`config.mk`:
```
export PLATFORM = sky130hd
export DESIGN_NAME = case_insensitive_substring_search_core_flat
export DESIGN_NICKNAME = d
export VERILOG_FILES = /design/src/rtl/core/ciss_pkg.sv /design/src/rtl/core/ciss_in_if.sv /design/src/rtl/core/ciss_out_if.sv /design/src/rtl/core/ciss_cfg.sv /design/src/rtl/core/ciss_match.sv /design/src/rtl/core/case_insensitive_substring_search_core.sv /design/src/flat_wrapper.sv
export SDC_FILE = /design/constraint.sdc
export NUM_CORES = 2
export LEC_CHECK = 0
export ABC_AREA = 1
export BUFFER_PORTS_ARGS = -buffer_cell sky130_fd_sc_hd__buf_4
export CAP_MARGIN = 20
export CELL_PAD_IN_SITES_DETAIL_PLACEMENT = 1
export CELL_PAD_IN_SITES_GLOBAL_PLACEMENT = 2
export CORE_UTILIZATION = 36
export DETAILED_ROUTE_END_ITERATION = 16
export HOLD_SLACK_MARGIN = 0.15
export PLACE_DENSITY = 0.94
export SYNTH_ARGS = -nofsm -noshare
export SYNTH_HDL_FRONTEND = slang
export SYNTH_SLANG_ARGS = --single-unit
```
`constraint.sdc`:
```
create_clock -name i_clk -period 24 [get_ports i_clk]
set_input_delay 6 -clock i_clk [delete_from_list [all_inputs] [get_ports i_clk]]
set_output_delay 6 -clock i_clk [all_outputs]
set_load 0.02 [all_outputs]
```
`src/rtl/core/ciss_pkg.sv`:
```
package ciss_pkg;

    // sizing of the search
    localparam int MAX_PATTERN_BYTES = 16;
    localparam int POSITION_BITS     = 16;
    localparam int PATTERN_CAP       = (MAX_PATTERN_BYTES < 16) ? MAX_PATTERN_BYTES : 16;
    localparam int COUNT_BITS        = POSITION_BITS + 1;

    // fixed field widths
    localparam int BYTE_BITS     = 8;
    localparam int LENGTH_BITS   = 5;
    localparam int MATCH_POS_BITS = 16;
    localparam int CFG_DATA_BITS = 64;
    localparam int CFG_IDX_BITS  = 2;

    // configuration register indexes
    localparam logic [CFG_IDX_BITS-1:0] CFG_PAT_LOW  = 2'd0;
    localparam logic [CFG_IDX_BITS-1:0] CFG_PAT_HIGH = 2'd1;
    localparam logic [CFG_IDX_BITS-1:0] CFG_PAT_LEN  = 2'd2;

    typedef logic [15:0][BYTE_BITS-1:0]          t_pat_bytes;
    typedef logic [PATTERN_CAP-1:0][BYTE_BITS-1:0] t_window;

    // folded pattern as held by the configuration block
    typedef struct packed {
        t_pat_bytes              bytes;
        logic [LENGTH_BITS-1:0]  length;
    } t_pattern;

    // compare outcome for one byte
    typedef struct packed {
        logic                     hit;
        logic [POSITION_BITS-1:0] start;
    } t_match;

    // ascii upper case to lower case, everything else untouched
    function automatic logic [BYTE_BITS-1:0] fold_byte(input logic [BYTE_BITS-1:0] b);
        logic [BYTE_BITS-1:0] r;
        r = b;
        if (b >= 8'h41 && b <= 8'h5A) begin
            r = b + 8'h20;
        end
        return r;
    endfunction

endpackage

```
`src/rtl/core/ciss_in_if.sv`:
```
interface ciss_in_if;
    import ciss_pkg::*;

    logic                 valid;
    logic                 ready;
    logic [BYTE_BITS-1:0] text_byte;
    logic                 last_byte;

    modport source (output valid, output text_byte, output last_byte, input ready);
    modport sink   (input valid, input text_byte, input last_byte, output ready);
endinterface

```
`src/rtl/core/ciss_out_if.sv`:
```
interface ciss_out_if;
    import ciss_pkg::*;

    logic                      valid;
    logic                      ready;
    logic                      found;
    logic [MATCH_POS_BITS-1:0] match_position;
    logic                      overflow;

    modport source (output valid, output found, output match_position, output overflow,
                    input ready);
    modport sink   (input valid, input found, input match_position, input overflow,
                    output ready);
endinterface

```
`src/rtl/core/ciss_cfg.sv`:
```
module ciss_cfg
    import ciss_pkg::*;
(
    input  logic                     i_clk,
    input  logic                     i_rst_n,
    input  logic                     i_cfg_we,
    input  logic [CFG_IDX_BITS-1:0]  i_cfg_index,
    input  logic [CFG_DATA_BITS-1:0] i_cfg_wdata,
    output t_pattern                 o_pattern
);

    t_pat_bytes             r_bytes;
    t_pat_bytes             n_bytes;
    logic [LENGTH_BITS-1:0] r_length;
    logic [LENGTH_BITS-1:0] n_length;

    // pattern is folded once on write
    always_comb begin
        n_bytes  = r_bytes;
        n_length = r_length;
        if (i_cfg_we) begin
            case (i_cfg_index)
                CFG_PAT_LOW: begin
                    for (int j = 0; j < 8; j++) begin
                        n_bytes[j] = fold_byte(i_cfg_wdata[j*8 +: 8]);
                    end
                end
                CFG_PAT_HIGH: begin
                    for (int j = 0; j < 8; j++) begin
                        n_bytes[j+8] = fold_byte(i_cfg_wdata[j*8 +: 8]);
                    end
                end
                CFG_PAT_LEN: begin
                    n_length = i_cfg_wdata[LENGTH_BITS-1:0];
                end
                default: begin
                    n_length = r_length;
                end
            endcase
        end
    end

    always_ff @(posedge i_clk) begin
        if (!i_rst_n) begin
            r_bytes  <= '0;
            r_length <= '0;
        end else begin
            r_bytes  <= n_bytes;
            r_length <= n_length;
        end
    end

    assign o_pattern.bytes  = r_bytes;
    assign o_pattern.length = r_length;

endmodule

```
`src/rtl/core/ciss_match.sv`:
```
module ciss_match
    import ciss_pkg::*;
(
    input  t_window                 i_window,
    input  t_pattern                i_pattern,
    input  logic [COUNT_BITS-1:0]   i_count,
    input  logic                    i_seen,
    output t_match                  o_match
);

    logic [BYTE_BITS-1:0]   sel [PATTERN_CAP];
    logic [PATTERN_CAP-1:0] ok;
    logic [COUNT_BITS-1:0]  len_ext;
    logic [COUNT_BITS-1:0]  count_inc;
    logic                   len_fits;
    logic                   equal;

    assign len_ext   = COUNT_BITS'(i_pattern.length);
    assign count_inc = i_count + COUNT_BITS'(1);
    assign len_fits  = (i_pattern.length <= LENGTH_BITS'(PATTERN_CAP)) && (len_ext <= count_inc);

    // pattern byte j lines up with window byte length-1-j
    always_comb begin
        for (int j = 0; j < PATTERN_CAP; j++) begin
            sel[j] = '0;
            for (int k = 0; k < PATTERN_CAP; k++) begin
                if (6'(i_pattern.length) == 6'(j + k + 1)) begin
                    sel[j] = i_window[k];
                end
            end
            ok[j] = (6'(i_pattern.length) <= 6'(j)) || (sel[j] == i_pattern.bytes[j]);
        end
    end

    assign equal = &ok;

    assign o_match.hit   = !i_seen && !i_count[POSITION_BITS] && len_fits && equal;
    assign o_match.start = (i_pattern.length == '0) ? '0
                         : POSITION_BITS'(count_inc - len_ext);

endmodule

```
`src/rtl/core/case_insensitive_substring_search_core.sv`:
```
// case-insensitive substring search over a byte stream
//
// i_in carries one text word per handshake (text_byte, last_byte); last_byte
// closes a text. o_out carries one word per text: found, match_position
// (start of the first match, 0 when not found) and overflow (text ran past
// the position counter). The user must write the pattern (up to 16 bytes)
// and length over the i_cfg_* port while no text is in flight; not enforced.
//
// a taken byte sits in the input register, where the compare runs; a last
// byte then loads the result register once it is free. throughput is one
// byte per cycle while no last byte waits for the result register, set by
// the single compare stage between the input and result registers.
//
// reset clears the pattern, the per-text state and the valid flags of both
// registers. when the receiver stalls, bytes that close no text keep
// flowing; a last byte waits in the input register with i_in.ready low until
// the output register is free.
module case_insensitive_substring_search_core
    import ciss_pkg::*;
(
    input  logic                     i_clk,
    input  logic                     i_rst_n,
    ciss_in_if.sink                  i_in,
    ciss_out_if.source               o_out,
    input  logic                     i_cfg_we,
    input  logic [CFG_IDX_BITS-1:0]  i_cfg_index,
    input  logic [CFG_DATA_BITS-1:0] i_cfg_wdata
);

    t_pattern pattern;
    t_match   match;
    t_window  window_next;

    // input register
    logic                      r_in_valid;
    logic [BYTE_BITS-1:0]      r_in_byte;
    logic                      r_in_last;

    // per-text state
    t_window                   r_window;
    logic [COUNT_BITS-1:0]     r_count;
    logic [COUNT_BITS-1:0]     n_count;
    logic                      r_seen;
    logic                      n_seen;
    logic [POSITION_BITS-1:0]  r_start;
    logic [POSITION_BITS-1:0]  n_start;
    logic                      r_ovf;
    logic                      n_ovf;

    // result register
    logic                      r_out_valid;
    logic                      r_out_found;
    logic [MATCH_POS_BITS-1:0] r_out_pos;
    logic                      r_out_ovf;

    logic advance;
    logic take_in;

    ciss_cfg u_cfg (
        .i_clk       (i_clk),
        .i_rst_n     (i_rst_n),
        .i_cfg_we    (i_cfg_we),
        .i_cfg_index (i_cfg_index),
        .i_cfg_wdata (i_cfg_wdata),
        .o_pattern   (pattern)
    );

    // window after shifting in the current byte
    always_comb begin
        window_next[0] = r_in_byte;
        for (int k = 1; k < PATTERN_CAP; k++) begin
            window_next[k] = r_window[k-1];
        end
    end

    ciss_match u_match (
        .i_window  (window_next),
        .i_pattern (pattern),
        .i_count   (r_count),
        .i_seen    (r_seen),
        .o_match   (match)
    );

    // a last byte needs a free result slot, other bytes always move on
    assign advance = r_in_valid && (!r_in_last || !r_out_valid || o_out.ready);
    assign take_in = i_in.valid && i_in.ready;
    assign i_in.ready = !r_in_valid || advance;

    // next per-text state
    always_comb begin
        n_ovf   = r_ovf | r_count[POSITION_BITS];
        n_count = r_count[POSITION_BITS] ? r_count : r_count + COUNT_BITS'(1);
        n_seen  = r_seen | match.hit;
        n_start = match.hit ? match.start : r_start;
    end

    // input stage
    always_ff @(posedge i_clk) begin
        if (!i_rst_n) begin
            r_in_valid <= 1'b0;
        end else if (take_in) begin
            r_in_valid <= 1'b1;
        end else if (advance) begin
            r_in_valid <= 1'b0;
        end
    end

    always_ff @(posedge i_clk) begin
        if (take_in) begin
            r_in_byte <= fold_byte(i_in.text_byte);
            r_in_last <= i_in.last_byte;
        end
    end

    // window holds only bytes of the current text where it is compared
    always_ff @(posedge i_clk) begin
        if (advance) begin
            r_window <= window_next;
        end
    end

    // per-text state, cleared after the last byte
    always_ff @(posedge i_clk) begin
        if (!i_rst_n) begin
            r_count <= '0;
            r_seen  <= 1'b0;
            r_start <= '0;
            r_ovf   <= 1'b0;
        end else if (advance) begin
            if (r_in_last) begin
                r_count <= '0;
                r_seen  <= 1'b0;
                r_start <= '0;
                r_ovf   <= 1'b0;
            end else begin
                r_count <= n_count;
                r_seen  <= n_seen;
                r_start <= n_start;
                r_ovf   <= n_ovf;
            end
        end
    end

    // result stage
    always_ff @(posedge i_clk) begin
        if (!i_rst_n) begin
            r_out_valid <= 1'b0;
        end else if (advance && r_in_last) begin
            r_out_valid <= 1'b1;
        end else if (o_out.ready) begin
            r_out_valid <= 1'b0;
        end
    end

    always_ff @(posedge i_clk) begin
        if (advance && r_in_last) begin
            r_out_found <= n_seen;
            r_out_pos   <= n_seen ? MATCH_POS_BITS'(n_start) : '0;
            r_out_ovf   <= n_ovf;
        end
    end

    assign o_out.valid          = r_out_valid;
    assign o_out.found          = r_out_found;
    assign o_out.match_position = r_out_pos;
    assign o_out.overflow       = r_out_ovf;

endmodule
```
`src/flat_wrapper.sv`:
```
// flat-port wrapper written by rule: the top's interface ports become plain ports
module case_insensitive_substring_search_core_flat import ciss_pkg::*;
  (i_clk, i_rst_n, i_cfg_we, i_cfg_index, i_cfg_wdata, i_in_valid, i_in_text_byte, i_in_last_byte, i_in_ready, o_out_valid, o_out_found, o_out_match_position, o_out_overflow, o_out_ready);
  ciss_in_if i_in_i ();
  ciss_out_if o_out_i ();
  input  logic i_clk;
  input  logic i_rst_n;
  input  logic i_cfg_we;
  input  logic [CFG_IDX_BITS-1:0] i_cfg_index;
  input  logic [CFG_DATA_BITS-1:0] i_cfg_wdata;
  input wire logic [$bits(i_in_i.valid)-1:0] i_in_valid;
  input wire logic [$bits(i_in_i.text_byte)-1:0] i_in_text_byte;
  input wire logic [$bits(i_in_i.last_byte)-1:0] i_in_last_byte;
  output wire logic [$bits(i_in_i.ready)-1:0] i_in_ready;
  output wire logic [$bits(o_out_i.valid)-1:0] o_out_valid;
  output wire logic [$bits(o_out_i.found)-1:0] o_out_found;
  output wire logic [$bits(o_out_i.match_position)-1:0] o_out_match_position;
  output wire logic [$bits(o_out_i.overflow)-1:0] o_out_overflow;
  input wire logic [$bits(o_out_i.ready)-1:0] o_out_ready;
  assign i_in_i.valid = i_in_valid;
  assign i_in_i.text_byte = i_in_text_byte;
  assign i_in_i.last_byte = i_in_last_byte;
  assign i_in_ready = i_in_i.ready;
  assign o_out_valid = o_out_i.valid;
  assign o_out_found = o_out_i.found;
  assign o_out_match_position = o_out_i.match_position;
  assign o_out_overflow = o_out_i.overflow;
  assign o_out_i.ready = o_out_ready;
  case_insensitive_substring_search_core u_core (.i_clk(i_clk), .i_rst_n(i_rst_n), .i_in(i_in_i), .o_out(o_out_i), .i_cfg_we(i_cfg_we), .i_cfg_index(i_cfg_index), .i_cfg_wdata(i_cfg_wdata));
endmodule
```
# Yosys cells after proc, flatten, opt, wreduce, memory -nomap -nowiden
# Cells that the tools add are included.
# W data, S select, Z words.
[word_totals]
reg_bits = 317
latchBits = 0
ramBits = 0
mem_bits_ro = 0
inputBits = 80
word_cells = 468
n_memories = 0
[op_classes]
add_sub_neg = 11
multipliers = 0
div_mod_pow = 0
magnitude_cmp = 36
n_eq_ne = 50
n_shift = 0
n_mux = 276
bitwise = 2
reduce_logical = 49
[ops]
columns = ["cell", "n"]
rows = [
  ["$mux W8", 265],
  ["$eq A8 B8 Y1", 16],
  ["$eq A5 B5 Y1 const B", 16],
  ["$add A8 B6 Y8 const B", 9],
  ["$ge A8 B7 Y1 const B", 9],
  ["$le A8 B7 Y1 const B", 9],
  ["$mux W16", 3],
  ["$eq A5 B4 Y1 const B", 8],
  ["$le A5 B4 Y1 const B", 8],
  ["$mux W17", 2],
  ["$eq A5 B3 Y1 const B", 4],
  ["$le A5 B3 Y1 const B", 4],
  ["$logic_or A1 B1 Y1", 19],
  ["$add A17 B1 Y17 const B", 1],
  ["$le A5 B17 Y1", 1],
  ["$logic_and A1 B1 Y1", 16],
  ["$reduce_and A16 Y1", 1],
  ["$sub A16 B5 Y16", 1],
  ["$eq A5 B2 Y1 const B", 2],
  ["$le A5 B1 Y1 const B", 2],
  ["$le A5 B2 Y1 const B", 2],
  ["$reduce_and A2 Y1", 4],
  ["$mux W1", 6],
  ["$eq A5 B1 Y1 const B", 1],
  ["other kinds (9)", 15],
]

# Longest topological paths before layout
[depth]
ltp_word = 23
depth_mapped = 33
mapped_depth_nobuf = 30

# By module
# From an unflattened synthesis, not the netlist that was laid out.
[unflattened]
cells_unflattened = 6072
area_unflattened_um2 = 33201.8
[modules_own_cells]
columns = ["mod", "instances", "cells_per_inst", "area_each_um2", "seq_area_each_um2"]
rows = [
  ["ciss_match", 1, 4829, 21276.7, 0.0],
  ["case_insensitive_substring_search_core", 1, 495, 6491.2, 5154.9],
  ["ciss_cfg", 1, 748, 5434.0, 2662.6],
]

# Least setup slack after synthesis
# No wires, ideal clock.
[synth_path]
path_kind = "input to register"
start = "in o_out_ready"
end = "reg u_core.r_start[10]"
setup_time_ns = 0.132
arrival_time_ns = 14.257
setup_slack_ns = 9.611
path_stages = 6
cell_sequence = "nor2_1 > a21oi_1 > clkinv_1 > clkbuf_1 > nand2_1 > a21oi_1"
[synth_between]
elab_chain_cells = 2
[synth_lines]
columns = ["element", "line", "rtl"]
rows = [
  ["start, declared", "flat_wrapper.sv:19", "input wire logic [$bits(o_out_i.ready)-1:0] o_out_ready;"],
  ["$logic_or A1 B1 Y1", "case_insensitive_substring_search_core.sv:85", "assign advance = r_in_valid && (!r_in_last || !r_out_valid || o_out.ready);"],
  ["$logic_and A1 B1 Y1", "case_insensitive_substring_search_core.sv:85", ""],
  ["named net u_core.advance", "case_insensitive_substring_search_core.sv:56", "logic advance;"],
  ["end signal, assigned", "case_insensitive_substring_search_core.sv:138", "r_start <= n_start;"],
  ["end, declared", "case_insensitive_substring_search_core.sv:45", "logic [POSITION_BITS-1:0] r_start;"],
]
# The timed path passes the listed nets, and every way through them passes these cells.
# A chain may end at the register's enable or synchronous reset.

# Final worst setup path
[layout_path]
start = "in o_out_ready"
end = "out i_in_ready"
[layout_between]
elab_chain_cells = 3
[layout_lines]
columns = ["element", "line", "rtl"]
rows = [
  ["$logic_or A1 B1 Y1", "case_insensitive_substring_search_core.sv:85", ""],
  ["$logic_and A1 B1 Y1", "case_insensitive_substring_search_core.sv:85", ""],
  ["$logic_or A1 B1 Y1", "case_insensitive_substring_search_core.sv:87", "assign i_in.ready = !r_in_valid || advance;"],
  ["end, declared", "flat_wrapper.sv:14", "output wire logic [$bits(i_in_i.ready)-1:0] i_in_ready;"],
]
# Every way passes these cells.

==> metrics.txt <==
register-to-register path setup slack 16.06 ns; global-route wire length before repair 257 mm; CP most frequent cell buf_4; clk root buf clkbuf_16; later-pin clock latency in the skew report 0.62 ns; DR vias 42559; # nets final 5921; Peak Freq 0.0786 GHz; Synth top area share 27.5%; status finished clean; Final Util 39.1%; sequential share of power 37.2%; FP Rows 110; CP Class input pin to primary output; Clock Path Buffers 3; Initial DRC Count 5055; Die H 304 µm; die width 304 µm; layout cells sized above 1 5.71%; Final ANT Viol Nets 0; Worst Setup End Kind primary output; CTS tree done; Sink Count 317; relative slew slack 21.6%; Internal Power 0.00108 W; GPL Wtd Cong 0.951; CTS Hold Bufs 0; Setup violations, final 0; WL final 174 mm; Synth Instances 6055; io pins 100; NetSw 0.000615 W; vias in the first global route 41574; Comb power frac 21.8%; GRT Overall Usage 36.9%; CTS clk-pin slew, worst paths 0.06 ns; synthesized area 32700 µm²; Final Hold Fails 0; Critical Path Slowest Stage Cell nor2_1; Lkg Pwr 15.0 nW; wire per inst 24.8 µm; post-synth cell types 42; Worst path max stage delay 0.25 ns; # Max-Cap Violations 0; Mean Syn Cell Area 5.41 µm²; Final Cycle Share 53.0%; RSZ-0062 raised after global routing false; setup TNS 0 ns; Post-synth ARST share 0%; P&R area growth vs syn 7.46%; Synthesized Nets 6157; Clock power frac 41.0%; Area contributors post-synth nand2_1 (28%), edfxtp_1 (13%), dfxtp_1 (10%), nand3_1 (9.0%), a21oi_1 (7.4%); initial core utilization 36.4%; Hold Path Class flop to flop; PwrDens 48.2 nW/µm²; crit path cell chain buf_4, nor2_1, nand3_1, buf_4; worst slew pin tran 1.17 ns; gr ovfl total 0; # resized after CTS 0; Worst VDD drop 0.0553 mV; final worst clock skew 0.0344 ns; most instantiated cells after synthesis nand2_1 (2401), inv_1 (592), nand3_1 (591), a21oi_1 (482), o21ai_0 (391); WP data arrival 6.73 ns; Startpoint Class input pin; Detailed Place HPWL 114 mm; # DRC 0; Synth Warn # 0; Die ar. 92100 µm²; Setup Fix Bufs, Post-CTS 0; drt via density 6.05; crit-path max FO 3; sequential element share of the synthesized area 23.9%; Switching Share 36.2%; Tot Pwr 0.00170 W; H-tree depth reported by CTS 2; most common cell in the synthesized netlist nand2_1; Worst Path Required 18.00 ns; largest net degree at the start of global routing 128; core area 90000 µm²; Main synth FF type dfxtp_1; Post-synth EDFFs 147; Pre-Repair DR Iteration Count 6; I/O Buffers 99; #FFs+latches synth 317; Tmin final 12.73 ns; CTS Buf Count 44; fin. max-slew vios 0; initial antenna violation count 7; cell taking the most area after synthesis nand2_1
==> cells by family after synthesis <==
group | share of synthesized area (%)
AO/OA/AOI/OAI | 14.8
flip-flops | 23.9
XOR/XNOR | 0.161
buffers and inverters | 13.3
adder cells (fa/ha/maj) | 0.864
AND/OR/NAND/NOR | 47.0
==> per-layer routing <==
layer	vias to the layer above	wire [µm]	global-route usage (%)
met5	-	46	0
met4	8	11800	23.2
met3	732	19200	9.07
met2	2361	76200	57.8
met1	20519	67100	45.2
li1	18939	-	-
==> state kept, by name (all words and copies together), names as in the netlist <==
name and count:
u_core.o_out.found 1, u_core.o_out.match_position 16, u_core.o_out.overflow 1, u_core.o_out.valid 1, u_core.r_count 17, u_core.r_in_byte 8, u_core.r_in_last 1, u_core.r_in_valid 1
u_core.r_ovf 1, u_core.r_seen 1, u_core.r_start 16, u_core.r_window 120, u_core.u_cfg.o_pattern 128, u_core.u_cfg.r_length 5
==> critical path: cells and delay by family <==
| kind | cells | cell delay [ns] |
|---|---|---|
| AND/OR/NAND/NOR | 2 | 0.43 |
| buffers and inverters | 2 | 0.31 |
==> path summary, 6_finish.rpt <==
path,endpoint,from,cells past startpoint
max,i_in_ready,o_out_ready,4
min,u_core.r_start[1],u_core.r_start[1],2
max reg2reg,u_core.o_out.match_position[1],u_core.u_cfg.r_length[1],29
min reg2reg,u_core.r_start[1],u_core.r_start[1],2
==> power by group through the flow <==
stage	logic [W]	registers (W)	clock network, W
final	0.000370	0.000631	0.000695
after global routing	0.000397	0.000633	0.000717
after CTS	0.000357	0.000629	0.000700
after detailed placement	0.000355	0.000640	0
after global placement	0.000345	0.000639	0
after floorplan	0.000224	0.000615	0
==> stage by stage <==
stage,cell area [µm²],hold WS [ns],setup WS (ns),std cells
2_1_floorplan,32700,0.421,9.61,6055
3_3_place_gp,33700,0.443,11.27,6946
3_5_place_dp,33700,0.456,11.27,6947
4_1_cts,35100,0.465,11.26,7027
5_1_grt,35200,0.483,11.22,7029
6_report,35200,0.464,11.27,7031
==> cell type report <==
cell class | instances | area [µm²]
Inverter | 635 | 2380
Antenna cell | 2 | 5.00
Fill cell | 12672 | 54800
Clock inverter | 19 | 174
Timing Repair Buffer | 170 | 1320
Clock buffer | 61 | 1290
Multi-Input combinational cell | 4651 | 20700
Tap cell | 1176 | 1470
Sequential cell | 317 | 7820
==> placed cells by master (no fill, tap or decap), drive strengths merged <==
cell	n
nor2	397
a221oi	8
a211oi	1
ha	21
xor2	6
bufinv	2
dfxtp	170
a21o	1
nor3b	1
nand3	596
o21ai	444
buf	170
nand4	192
edfxtp	147
nand3b	39
o32ai	1
diode	2
o31ai	1
o21bai	2
fa	1
a21oi	482
a31o	1
o211ai	9
o21a	1
or2	9
nand2	2409
o311ai	1
inv	619
nor3	26
clkinvlp	1
clkinv	32
nor4	2
clkbuf	61
Power figures use the tool's default switching activity.
